## config.mk

```make
export PLATFORM = sky130hd
export DESIGN_NAME = soi_control
export DESIGN_NICKNAME = d
export VERILOG_FILES = /design/src/rtl/soi_pkg.sv /design/src/rtl/soi_control.sv
export SDC_FILE = /design/constraint.sdc
export NUM_CORES = 1
export LEC_CHECK = 0
export ABC_CLOCK_PERIOD_IN_PS = 2100
export BUFFER_PORTS_ARGS = -buffer_cell sky130_fd_sc_hd__clkbuf_2
export CAP_MARGIN = 25
export CORE_MARGIN = 5
export CORE_UTILIZATION = 50
export CTS_BUF_LIST = sky130_fd_sc_hd__clkbuf_8
export CTS_CLUSTER_DIAMETER = 30
export DETAILED_ROUTE_END_ITERATION = 6
export PLACE_DENSITY_LB_ADDON = 0.3
export SYNTH_ARGS = -nofsm -noshare
export SYNTH_HDL_FRONTEND = slang
export SYNTH_SLANG_ARGS = --single-unit
```

## constraint.sdc

```tcl
create_clock -name clock -period 2.1 [get_ports clock]
set_clock_uncertainty 0.05 [all_clocks]
set_input_delay 0.42 -clock clock [delete_from_list [all_inputs] [get_ports clock]]
set_output_delay 0.42 -clock clock [all_outputs]
set_load 0.02 [all_outputs]
```

## src/rtl/soi_pkg.sv

```systemverilog
// Package for the steered odometry integrator: widths, constants, CORDIC arctangent table.
// Used by every module of the block; depends on nothing.
package soi_pkg;
   localparam int TrigBitsDefault = 16;
   localparam int TrigBitsMax = 24;
   localparam logic [15:0] SpeedScaleReset = 16'd12353;
   localparam logic [15:0] InvWheelbaseReset = 16'd10779;
   localparam logic [31:0] CordicGain = 32'd652032874;
   localparam logic [31:0] TurnPerRad = 32'd683565276;

   localparam logic CSR_SPEED_SCALE = 1'b0;
   localparam logic CSR_INV_WHEELBASE = 1'b1;

   localparam logic REQ_COMMAND = 1'b0;
   localparam logic REQ_TICK = 1'b1;

   // Datapath operation codes.
   typedef enum logic [3:0] {
      OP_NONE = 4'd0,
      OP_TRIG_INIT = 4'd1,
      OP_TRIG_STEP = 4'd2,
      OP_TRIG_DONE = 4'd3,
      OP_FWD = 4'd4,
      OP_TURN_A = 4'd5,
      OP_TURN_B = 4'd6,
      OP_VEL_A = 4'd7,
      OP_VEL_B = 4'd8,
      OP_VEL_C = 4'd9,
      OP_VEL_D = 4'd10,
      OP_POS_X = 4'd11,
      OP_POS_Y = 4'd12,
      OP_HEAD_A = 4'd13,
      OP_HEAD_B = 4'd14
   } op_type;

   typedef struct packed {
      op_type op;
      logic trig_heading;
   } cmd_type;

   function automatic logic [31:0] atan_entry(input logic [4:0] idx);
      logic [31:0] r;
      case (idx)
         5'd0: r = 32'd536870912;
         5'd1: r = 32'd316933406;
         5'd2: r = 32'd167458907;
         5'd3: r = 32'd85004756;
         5'd4: r = 32'd42667331;
         5'd5: r = 32'd21354465;
         5'd6: r = 32'd10679838;
         5'd7: r = 32'd5340245;
         5'd8: r = 32'd2670163;
         5'd9: r = 32'd1335087;
         5'd10: r = 32'd667544;
         5'd11: r = 32'd333772;
         5'd12: r = 32'd166886;
         5'd13: r = 32'd83443;
         5'd14: r = 32'd41722;
         5'd15: r = 32'd20861;
         5'd16: r = 32'd10430;
         5'd17: r = 32'd5215;
         5'd18: r = 32'd2608;
         5'd19: r = 32'd1304;
         5'd20: r = 32'd652;
         5'd21: r = 32'd326;
         5'd22: r = 32'd163;
         5'd23: r = 32'd81;
         default: r = 32'd0;
      endcase
      return r;
   endfunction
endpackage

```

## src/rtl/soi_control.sv

```systemverilog
// Controller: sequences the datapath for command and tick transactions.
// Depends on soi_pkg.
module soi_control #(
   parameter int TRIG_BITS = soi_pkg::TrigBitsDefault
) (
   input  logic clock,
   input  logic reset,
   input  logic req_valid,
   output logic req_ready,
   input  logic req_kind,
   output logic rsp_valid,
   input  logic rsp_ready,
   output logic hold_load,
   output soi_pkg::cmd_type cmd,
   output logic [4:0] step_idx
);
   import soi_pkg::*;

   localparam int Steps = (TRIG_BITS < TrigBitsMax) ? TRIG_BITS : TrigBitsMax;

   typedef enum logic [6:0] {
      ST_IDLE = 7'b0000001,
      ST_INIT = 7'b0000010,
      ST_ROT  = 7'b0000100,
      ST_DONE = 7'b0001000,
      ST_SEQ  = 7'b0010000,
      ST_OUT  = 7'b0100000,
      ST_WAIT = 7'b1000000
   } state_type;

   state_type state_ff, state_in;
   logic [4:0] cnt_ff, cnt_in;
   logic kind_ff, kind_in;
   logic [2:0] seq_ff, seq_in;

   assign req_ready = (state_ff == ST_IDLE);
   assign hold_load = req_valid && req_ready;
   assign rsp_valid = (state_ff == ST_OUT);
   assign step_idx = cnt_ff;

   // Next state and micro-operation selection.
   always_comb begin
      state_in = state_ff; cnt_in = cnt_ff; kind_in = kind_ff; seq_in = seq_ff;
      cmd.op = OP_NONE;
      cmd.trig_heading = kind_ff;
      case (state_ff)
         ST_IDLE: if (hold_load) begin
            kind_in = req_kind;
            state_in = ST_WAIT;
         end
         ST_WAIT: state_in = ST_INIT;
         ST_INIT: begin
            cmd.op = OP_TRIG_INIT;
            cnt_in = '0;
            state_in = ST_ROT;
         end
         ST_ROT: begin
            cmd.op = OP_TRIG_STEP;
            cnt_in = cnt_ff + 5'd1;
            if (cnt_ff == 5'(Steps - 1)) state_in = ST_DONE;
         end
         ST_DONE: begin
            cmd.op = OP_TRIG_DONE;
            seq_in = '0;
            state_in = ST_SEQ;
         end
         ST_SEQ: begin
            seq_in = seq_ff + 3'd1;
            if (kind_ff == REQ_COMMAND) begin
               case (seq_ff)
                  3'd0: cmd.op = OP_FWD;
                  3'd1: cmd.op = OP_TURN_A;
                  default: begin
                     cmd.op = OP_TURN_B;
                     state_in = ST_IDLE;
                  end
               endcase
            end else begin
               case (seq_ff)
                  3'd0: cmd.op = OP_VEL_A;
                  3'd1: cmd.op = OP_VEL_B;
                  3'd2: cmd.op = OP_VEL_C;
                  3'd3: cmd.op = OP_POS_X;
                  3'd4: cmd.op = OP_POS_Y;
                  3'd5: cmd.op = OP_HEAD_A;
                  3'd6: cmd.op = OP_HEAD_B;
                  default: begin
                     cmd.op = OP_VEL_D;
                     state_in = ST_OUT;
                  end
               endcase
            end
         end
         ST_OUT: if (rsp_ready) state_in = ST_IDLE;
         default: state_in = ST_IDLE;
      endcase
   end

   always_ff @(posedge clock) begin
      if (reset) begin
         state_ff <= ST_IDLE;
         cnt_ff <= '0;
         kind_ff <= 1'b0;
         seq_ff <= '0;
      end else begin
         state_ff <= state_in;
         cnt_ff <= cnt_in;
         kind_ff <= kind_in;
         seq_ff <= seq_in;
      end
   end
endmodule

```

Word level (Yosys, flattened, before mapping):

Cells that the tools add are included.

* input port bits: 5
* word-level logic and storage cells: 46
* register bits: 16
* output and inout port bits: 13

* reduce and logical (&&, ||, !) cells: 8
* equality and inequality tests: 19
* multiplexer cells: 13
* $add $sub $neg: 2

Operators with widths (count)
* 7-bit one-hot mux with 7 select lines: 1
* 7-bit 2-to-1 mux: 6
* 4-bit one-hot mux with 7 select lines: 1
* 4-bit one-hot mux with 4 select lines: 1
* 5-bit one-hot mux with 2 select lines: 1
* 3-bit equality test (second input constant): 3
* 7-bit by 1-bit equality test with 1-bit output (second input constant): 1
* 7-bit by 2-bit equality test with 1-bit output (second input constant): 1
* 7-bit by 3-bit equality test with 1-bit output (second input constant): 1
* 7-bit by 4-bit equality test with 1-bit output (second input constant): 1
* 7-bit by 5-bit equality test with 1-bit output (second input constant): 1
* 7-bit by 6-bit equality test with 1-bit output (second input constant): 1
* 7-bit equality test (second input constant): 1
* 7-bit OR reduction: 1
* 3-bit by 2-bit equality test with 1-bit output (second input constant): 2
* 3-bit != test (second input constant): 2
* 3-bit one-hot mux with 2 select lines: 1
* 5-bit by 1-bit adder with 5-bit output (second input constant): 1
* 5-bit by 4-bit equality test with 1-bit output (second input constant): 1
* 5-bit AND reduction: 1
* 4-bit 2-to-1 mux: 1
* 2-bit by 1-bit != test with 1-bit output (second input constant): 2
* 2-bit one-hot mux with 2 select lines: 1
* 2-bit nonzero test: 2
* 7 further kinds: 7

Logic depth before layout (Yosys ltp):

Gate-level depths: netlist of the first run.

* word-level depth: 5
* mapped depth: 7
* mapped depth without buffers: 7

Worst setup path before layout of the first run:

No wires, ideal clock.

* path type: register to output
* start: register state_ff[3]
* end: output cmd[2] (netlist bit)
* setup slack: 120 ps
* data arrival time: 1510 ps
* cell stages (with the launch flop): 7
* cells stage by stage: dfxtp_1 > buf_6 > or4_4 > buf_6 > nor3_4 > nand2_1 > o211ai_1

RTL lines
* start, declared: line soi_control.sv:31 `state_type state_ff, state_in;`
* start signal, assigned: line soi_control.sv:106 `state_ff <= state_in;`
* end, declared: line soi_control.sv:14 `output soi_pkg::cmd_type cmd,`

==> results.json, run 1 <==
{
  "cts_tree": "done",
  "r2r-start": "seq_ff[1]$_SDFFE_PP0P_",
  "min_from": "req_kind",
  "synth_edf_count": 0,
  "vias_per_cell": 6.04,
  "endpoint_kind": "primary output",
  "fmax_mhz": 466,
  "path_class": "reg2out",
  "synthTopCellsByCount": "dfxtp_1, a21oi_1, nand2_1",
  "grtUsageMet1_pct": 23.7,
  "clk_pin_slew_worst_paths_ps": 70,
  "syn_area_um2": 1210,
  "synth_warnings": 0,
  "min_path_type": "in2reg",
  "die_x_um": 59.2,
  "syn_area_per_cell_um2": 7.65,
  "root_buffer": "clkbuf_8",
  "slew_headroom_pct": 75.7,
  "grt_max_degree": 19,
  "wirelength_um": 3220,
  "wl_per_cell_um": 15.4,
  "track_usage_pct": 19.1,
  "nFillCells": 177,
  "synth_top_cell_area_share_pct": 26.5,
  "status": "finished with violations",
  "floorplan.die_area_um2": 3500,
  "setup_viol": 3,
  "antenna_cells": 0,
  "p_seq_share_pct": 29.9,
  "r2r_end": "state_ff[6]$_SDFFE_PP0P_",
  "rsz0062_at_grt": "true",
  "synthAdderAreaFrac_pct": 6.21,
  "synth_area_leaders": "dfxtp_1, ha_1, a21oi_1",
  "worstPathRequired_ps": 1630,
  "crit_fanout": 5,
  "antenna_found_initial": 0,
  "ys_types": 42,
  "grt-busiest-layer": "met2",
  "grt_pass1_wl_um": 5180,
  "ctsHoldBuffers": 0,
  "hold_end": "kind_ff$_SDFFE_PP0P_",
  "setup_slack_ps": -47.5,
  "yosys.area_share.simple_pct": 31.2,
  "grt_pass1_vias": 1177,
  "htree_levels": 1,
  "clock_sinks": 16,
  "synthArstFlopShare_pct": 0,
  "yosysTopAreaCell": "dfxtp_1",
  "core_um2": 2250,
  "vdd_drop_max_v": 0.000524,
  "power_frac_comb_pct": 47.9,
  "rr_worst_depth": 7,
  "p_int_mw": 0.776,
  "synthFlopType": "dfxtp_1",
  "tightestPinTransition_ps": 364,
  "finalHoldViolations": 0,
  "min_path_cells": 3,
  "placed_cell_area_um2": 1350,
  "cts_buffers": 3,
  "drc": 0,
  "rows": 17,
  "report.final.slew_viol_count": 0,
  "cts_max_path_buffers": 2,
  "drive_gt1_share_pct": 33.7,
  "io_pins": 18,
  "holdWs_ps": 331,
  "drt_iter0_drc": 67,
  "synth_nets": 169,
  "drt.antenna.violating_nets": 0,
  "gr-usage-met2_pct": 32.2,
  "powerDensity_nw_per_um2": 819,
  "p_sw_share_pct": 39.9,
  "synth_top_family_by_area": "simple AND/OR/NAND/NOR gates",
  "synthMostInstantiatedCell": "dfxtp_1",
  "met3_usage_pct": 2.83,
  "pwr-share-clk_pct": 22.2,
  "gp_congestion": 0.844,
  "vias": 1263,
  "rrSetupSlack_ps": 140,
  "finalSetupTns_ps": -110,
  "switchingPower_mw": 0.516,
  "max_cap_violations": 0,
  "area_growth_syn_to_layout_pct": 30.5,
  "fin_area_um2": 1580,
  "final_core_util_pct": 70.0,
  "post-route-period-util_pct": 102,
  "syn_inst": 158,
  "fin_nets": 193,
  "hpwl_um": 2220,
  "synth-compound-area-share_pct": 24.6,
  "initial_core_util_pct": 53.6,
  "die_h_um": 59.2,
  "violations": "negative setup slack",
  "gr-total-overflow": 0,
  "fin_crit_ps": 2150,
  "cp-start-kind": "flop",
  "ys_ff_latch": 16,
  "synthXorXnorAreaFrac_pct": 1.45,
  "seq_area_frac_synth_pct": 26.5,
  "insertion_delay_ps": 260,
  "synthMuxAreaShare_pct": 0,
  "dr.pass1.iters": 4,
  "leakagePower_nw": 0.672,
  "cp.arrival_ps": 1680,
  "io_buffers": 17
}
-- critical path, cell delays in order (launching register included) --
cell	delay, ps
dfxtp_4	410
inv_4	60
ha_4	180
buf_6	130
nor4_1	240
nand2_1	80
and3_1	180
clkbuf_2	150
-- power by group through the flow --
stage	logic [mW]	clock network [mW]	registers, mW
floorplan	0.411	0	0.376
global placement	0.515	0	0.384
detailed placement	0.528	0	0.388
CTS	0.595	0.288	0.383
global route	0.671	0.301	0.390
finish	0.619	0.286	0.387
-- cells by family (layout without fill, tap and decap cells) --
group / count (synthesis) / after routing
AO/OA/AOI/OAI: 44 / 44
XOR/XNOR: 2 / 2
adder cells (fa/ha/maj): 6 / 6
buffers and inverters: 26 / 49
flip-flops: 16 / 16
AND/OR/NAND/NOR: 64 / 64
-- final cells by class --
cell class | count | area (µm²) | area share [%]
Multi-Input combinational cell | 116 | 882 | 55.9
Timing Repair Buffer | 34 | 229 | 14.5
Sequential cell | 16 | 330 | 20.9
Inverter | 11 | 46.3 | 2.93
Clock buffer | 4 | 55.1 | 3.49
Tap cell | 28 | 35.0 | 2.22
-- per-layer routing --
metal	vias to the layer above	share of wire [%]
met5	-	0
met4	0	2.9
met3	8	4.5
met2	28	46
met1	602	46
li1	625	-
-- cell usage in the layout (no fill, tap or decap), types with 3 or more instances in the layout --
master	n
o21ai_0	8
a21oi_1	11
nor3_1	3
clkbuf_2	15
nand2_1	12
buf_6	3
buf_4	16
dfxtp_1	12
nor3b_1	5
inv_1	9
o211ai_1	3
nor4_1	4
a31oi_1	4
ha_4	4
clkbuf_8	4
nand3_1	9
and3_1	6
nor2_1	9
-- per-stage QoR --
stage	power (mW)	setup slack (ps)	instances
2_1_floorplan	0.787	120	158
3_3_place_gp	0.899	73.9	201
3_5_place_dp	0.916	29.4	201
4_1_cts	1.27	-106	209
5_1_grt	1.36	-118	209
6_report	1.29	-47.5	209
-- registers in the layout, indices dropped and copies added, names as in the netlist --
signal / cells
kind_ff: 1
seq_ff: 3
state_ff: 7
step_idx: 5
-- worst max path at each step --
stage / startpoint / to / depth (start not counted) / slack, ps
2_1_floorplan: state_ff[3]$_SDFFE_PP0P_ / cmd[2] / 6 / 120
3_3_place_gp: seq_ff[0]$_SDFFE_PP0P_ / cmd[2] / 6 / 70
3_5_place_dp: seq_ff[0]$_SDFFE_PP0P_ / cmd[2] / 6 / 30
4_1_cts: seq_ff[0]$_SDFFE_PP0P_ / cmd[2] / 7 / -110
5_1_grt: seq_ff[0]$_SDFFE_PP0P_ / cmd[2] / 7 / -120
6_report: seq_ff[1]$_SDFFE_PP0P_ / cmd[4] / 7 / -50
-- repair_timing --
item / 4_1_cts / 5_1_grt
gates cloned: 0 / 0
resized for setup: 24 / 12
pin swaps: 5 / 8
setup endpoints to repair: 3 / 7
buffers inserted: 4 / 0
endpoints found under the hold margin: 0 / 0
Note: power is estimated with default switching activity, not from simulation.
==> run 2: changes to the inputs <==
- CORE_UTILIZATION: 50 -> 45
==> run 2 against run 1 <==
The flow still finishes with violations (negative setup slack). Non-clock buffer count rose by 9. Cell area is 2.6% higher. Routed wire length rose by 7.7%. Sequential share of layout area down 0.69 points. First-iteration DRC count is 45% higher. Setup slack got worse by 23 ps. Maximum frequency shrank 1.1%. Core utilization fell by 5.8 points. Sequential cell count stayed put. Critical path type unchanged. Highest routed layer unchanged.
==> results.json, run 2 (synthesized netlist as in run 1, its figures left out) <==
{
  "gp_congestion": 0.870,
  "cp.arrival_ps": 1700,
  "max_cap_violations": 0,
  "p_sw_share_pct": 39.3,
  "min_path_type": "in2reg",
  "switchingPower_mw": 0.515,
  "die_h_um": 61.8,
  "initial_core_util_pct": 47.9,
  "violations": "negative setup slack",
  "dr.pass1.iters": 4,
  "wirelength_um": 3470,
  "cts_buffers": 3,
  "vias_per_cell": 6.02,
  "final_common_cell": "buf_4",
  "pre_cts_ws_ps": -24.4,
  "setup_viol": 4,
  "root_buffer": "clkbuf_8",
  "final_core_util_pct": 64.2,
  "fmax_mhz": 461,
  "regMostFlops": "state_ff",
  "mostFrequentLayoutCells": "buf_4, clkbuf_2, dfxtp_1",
  "floorplan.die_area_um2": 3820,
  "p_int_mw": 0.796,
  "cts_tree": "done",
  "largest_reg_flops": 7,
  "area_growth_syn_to_layout_pct": 34.0,
  "core_um2": 2520,
  "tightestPinTransition_ps": 486,
  "rsz0062_at_grt": "true",
  "report.final.slew_viol_count": 0,
  "rows": 18,
  "wl_per_cell_um": 15.8,
  "grt_max_degree": 19,
  "finalHoldViolations": 0,
  "track_usage_pct": 19.0,
  "htree_levels": 1,
  "endpoint_kind": "primary output",
  "critPathSlowestCell": "dfxtp_1",
  "post-route-period-util_pct": 103,
  "status": "finished with violations",
  "io_buffers": 17,
  "drt.antenna.violating_nets": 0,
  "power_mw": 1.31,
  "powerDensity_nw_per_um2": 810,
  "vias": 1325,
  "antenna_cells": 0,
  "crit_fanout": 7,
  "die_x_um": 61.8,
  "setup_slack_ps": -70.6,
  "drc": 0,
  "fin_nets": 202,
  "path_class": "reg2out",
  "leakagePower_nw": 0.718,
  "antenna_found_initial": 0,
  "cts_max_path_buffers": 2,
  "grt_pass1_wl_um": 5380,
  "insertion_delay_ps": 250,
  "power_frac_comb_pct": 48.9,
  "grt_pass1_vias": 1178,
  "p_seq_share_pct": 29.3,
  "critPathBufInv": 2,
  "fin_crit_ps": 2170,
  "holdWs_ps": 342,
  "slew_headroom_pct": 67.6,
  "clock_sinks": 16,
  "ctsHoldBuffers": 0,
  "pwr-share-clk_pct": 21.7,
  "hpwl_um": 2200,
  "drt_iter0_drc": 97,
  "worstPathRequired_ps": 1630,
  "clk_pin_slew_worst_paths_ps": 70,
  "crit_chain": "buf_4, nor4_4, and3_2, and3_1, clkbuf_2",
  "cpPeakStageDelay_ps": 320,
  "drive_gt1_share_pct": 36.3,
  "cp-start-kind": "flop",
  "io_pins": 18,
  "gr-total-overflow": 0,
  "cp_top_family": "simple AND/OR/NAND/NOR gates",
  "vdd_drop_max_v": 0.000678
}
==> run 2: power groups by stage <==
stage	clock network [mW]	logic [mW]	registers, mW
after floorplan	0	0.411	0.376
after global placement	0	0.527	0.386
after detailed placement	0	0.535	0.386
after CTS	0.282	0.605	0.380
after global routing	0.303	0.690	0.388
final	0.285	0.641	0.385
==> run 2: stage by stage <==
| step | setup TNS [ps] | cells | cell area, µm² |
|---|---|---|---|
| after floorplan | 0 | 158 | 1210 |
| after global placement | 0 | 203 | 1350 |
| after detailed placement | -24.4 | 203 | 1350 |
| after CTS | -175 | 219 | 1560 |
| after global routing | -431 | 220 | 1620 |
| final | -198 | 220 | 1620 |
==> run 2: what timing repair did <==
action | CTS | global route
hold endpoints to repair | 0 | 0
gates resized for setup | 17 | 15
endpoints found under the setup margin | 3 | 6
setup buffers | 12 | 1
pin swaps | 5 | 9
==> run 2: final timing paths <==
kind	from	endpoint	slack, ps	depth (start not counted)
worst max-delay path	state_ff[3]$_SDFFE_PP0P_	cmd[4]	-70	5
worst min-delay path	req_kind	kind_ff$_SDFFE_PP0P_	340	3
worst max register to register	seq_ff[1]$_SDFFE_PP0P_	state_ff[5]$_SDFFE_PP0P_	-40	14
worst min register to register	step_idx[4]$_SDFFE_PP0N_	step_idx[4]$_SDFFE_PP0N_	420	2
==> run 2: routing by layer <==
layer,GRT usage [%],vias up,share of wire (%)
li1,-,640,-
met1,23.4,627,44
met2,31.1,47,47
met3,4.55,11,6.3
met4,8.79,0,2.5
met5,0,-,0
==> run 2: final cells by class <==
cell class | count | area [µm²]
Clock buffer | 4 | 55.1
Fill cell | 188 | 903
Inverter | 11 | 48.8
Multi-Input combinational cell | 116 | 857
Sequential cell | 16 | 328
Tap cell | 30 | 37.5
Timing Repair Buffer | 43 | 293
==> run 2: tightest hold or removal path, stage by stage <==
cell and delay, ps:
clkbuf_2 80, nand3_1 50, a21oi_1 50
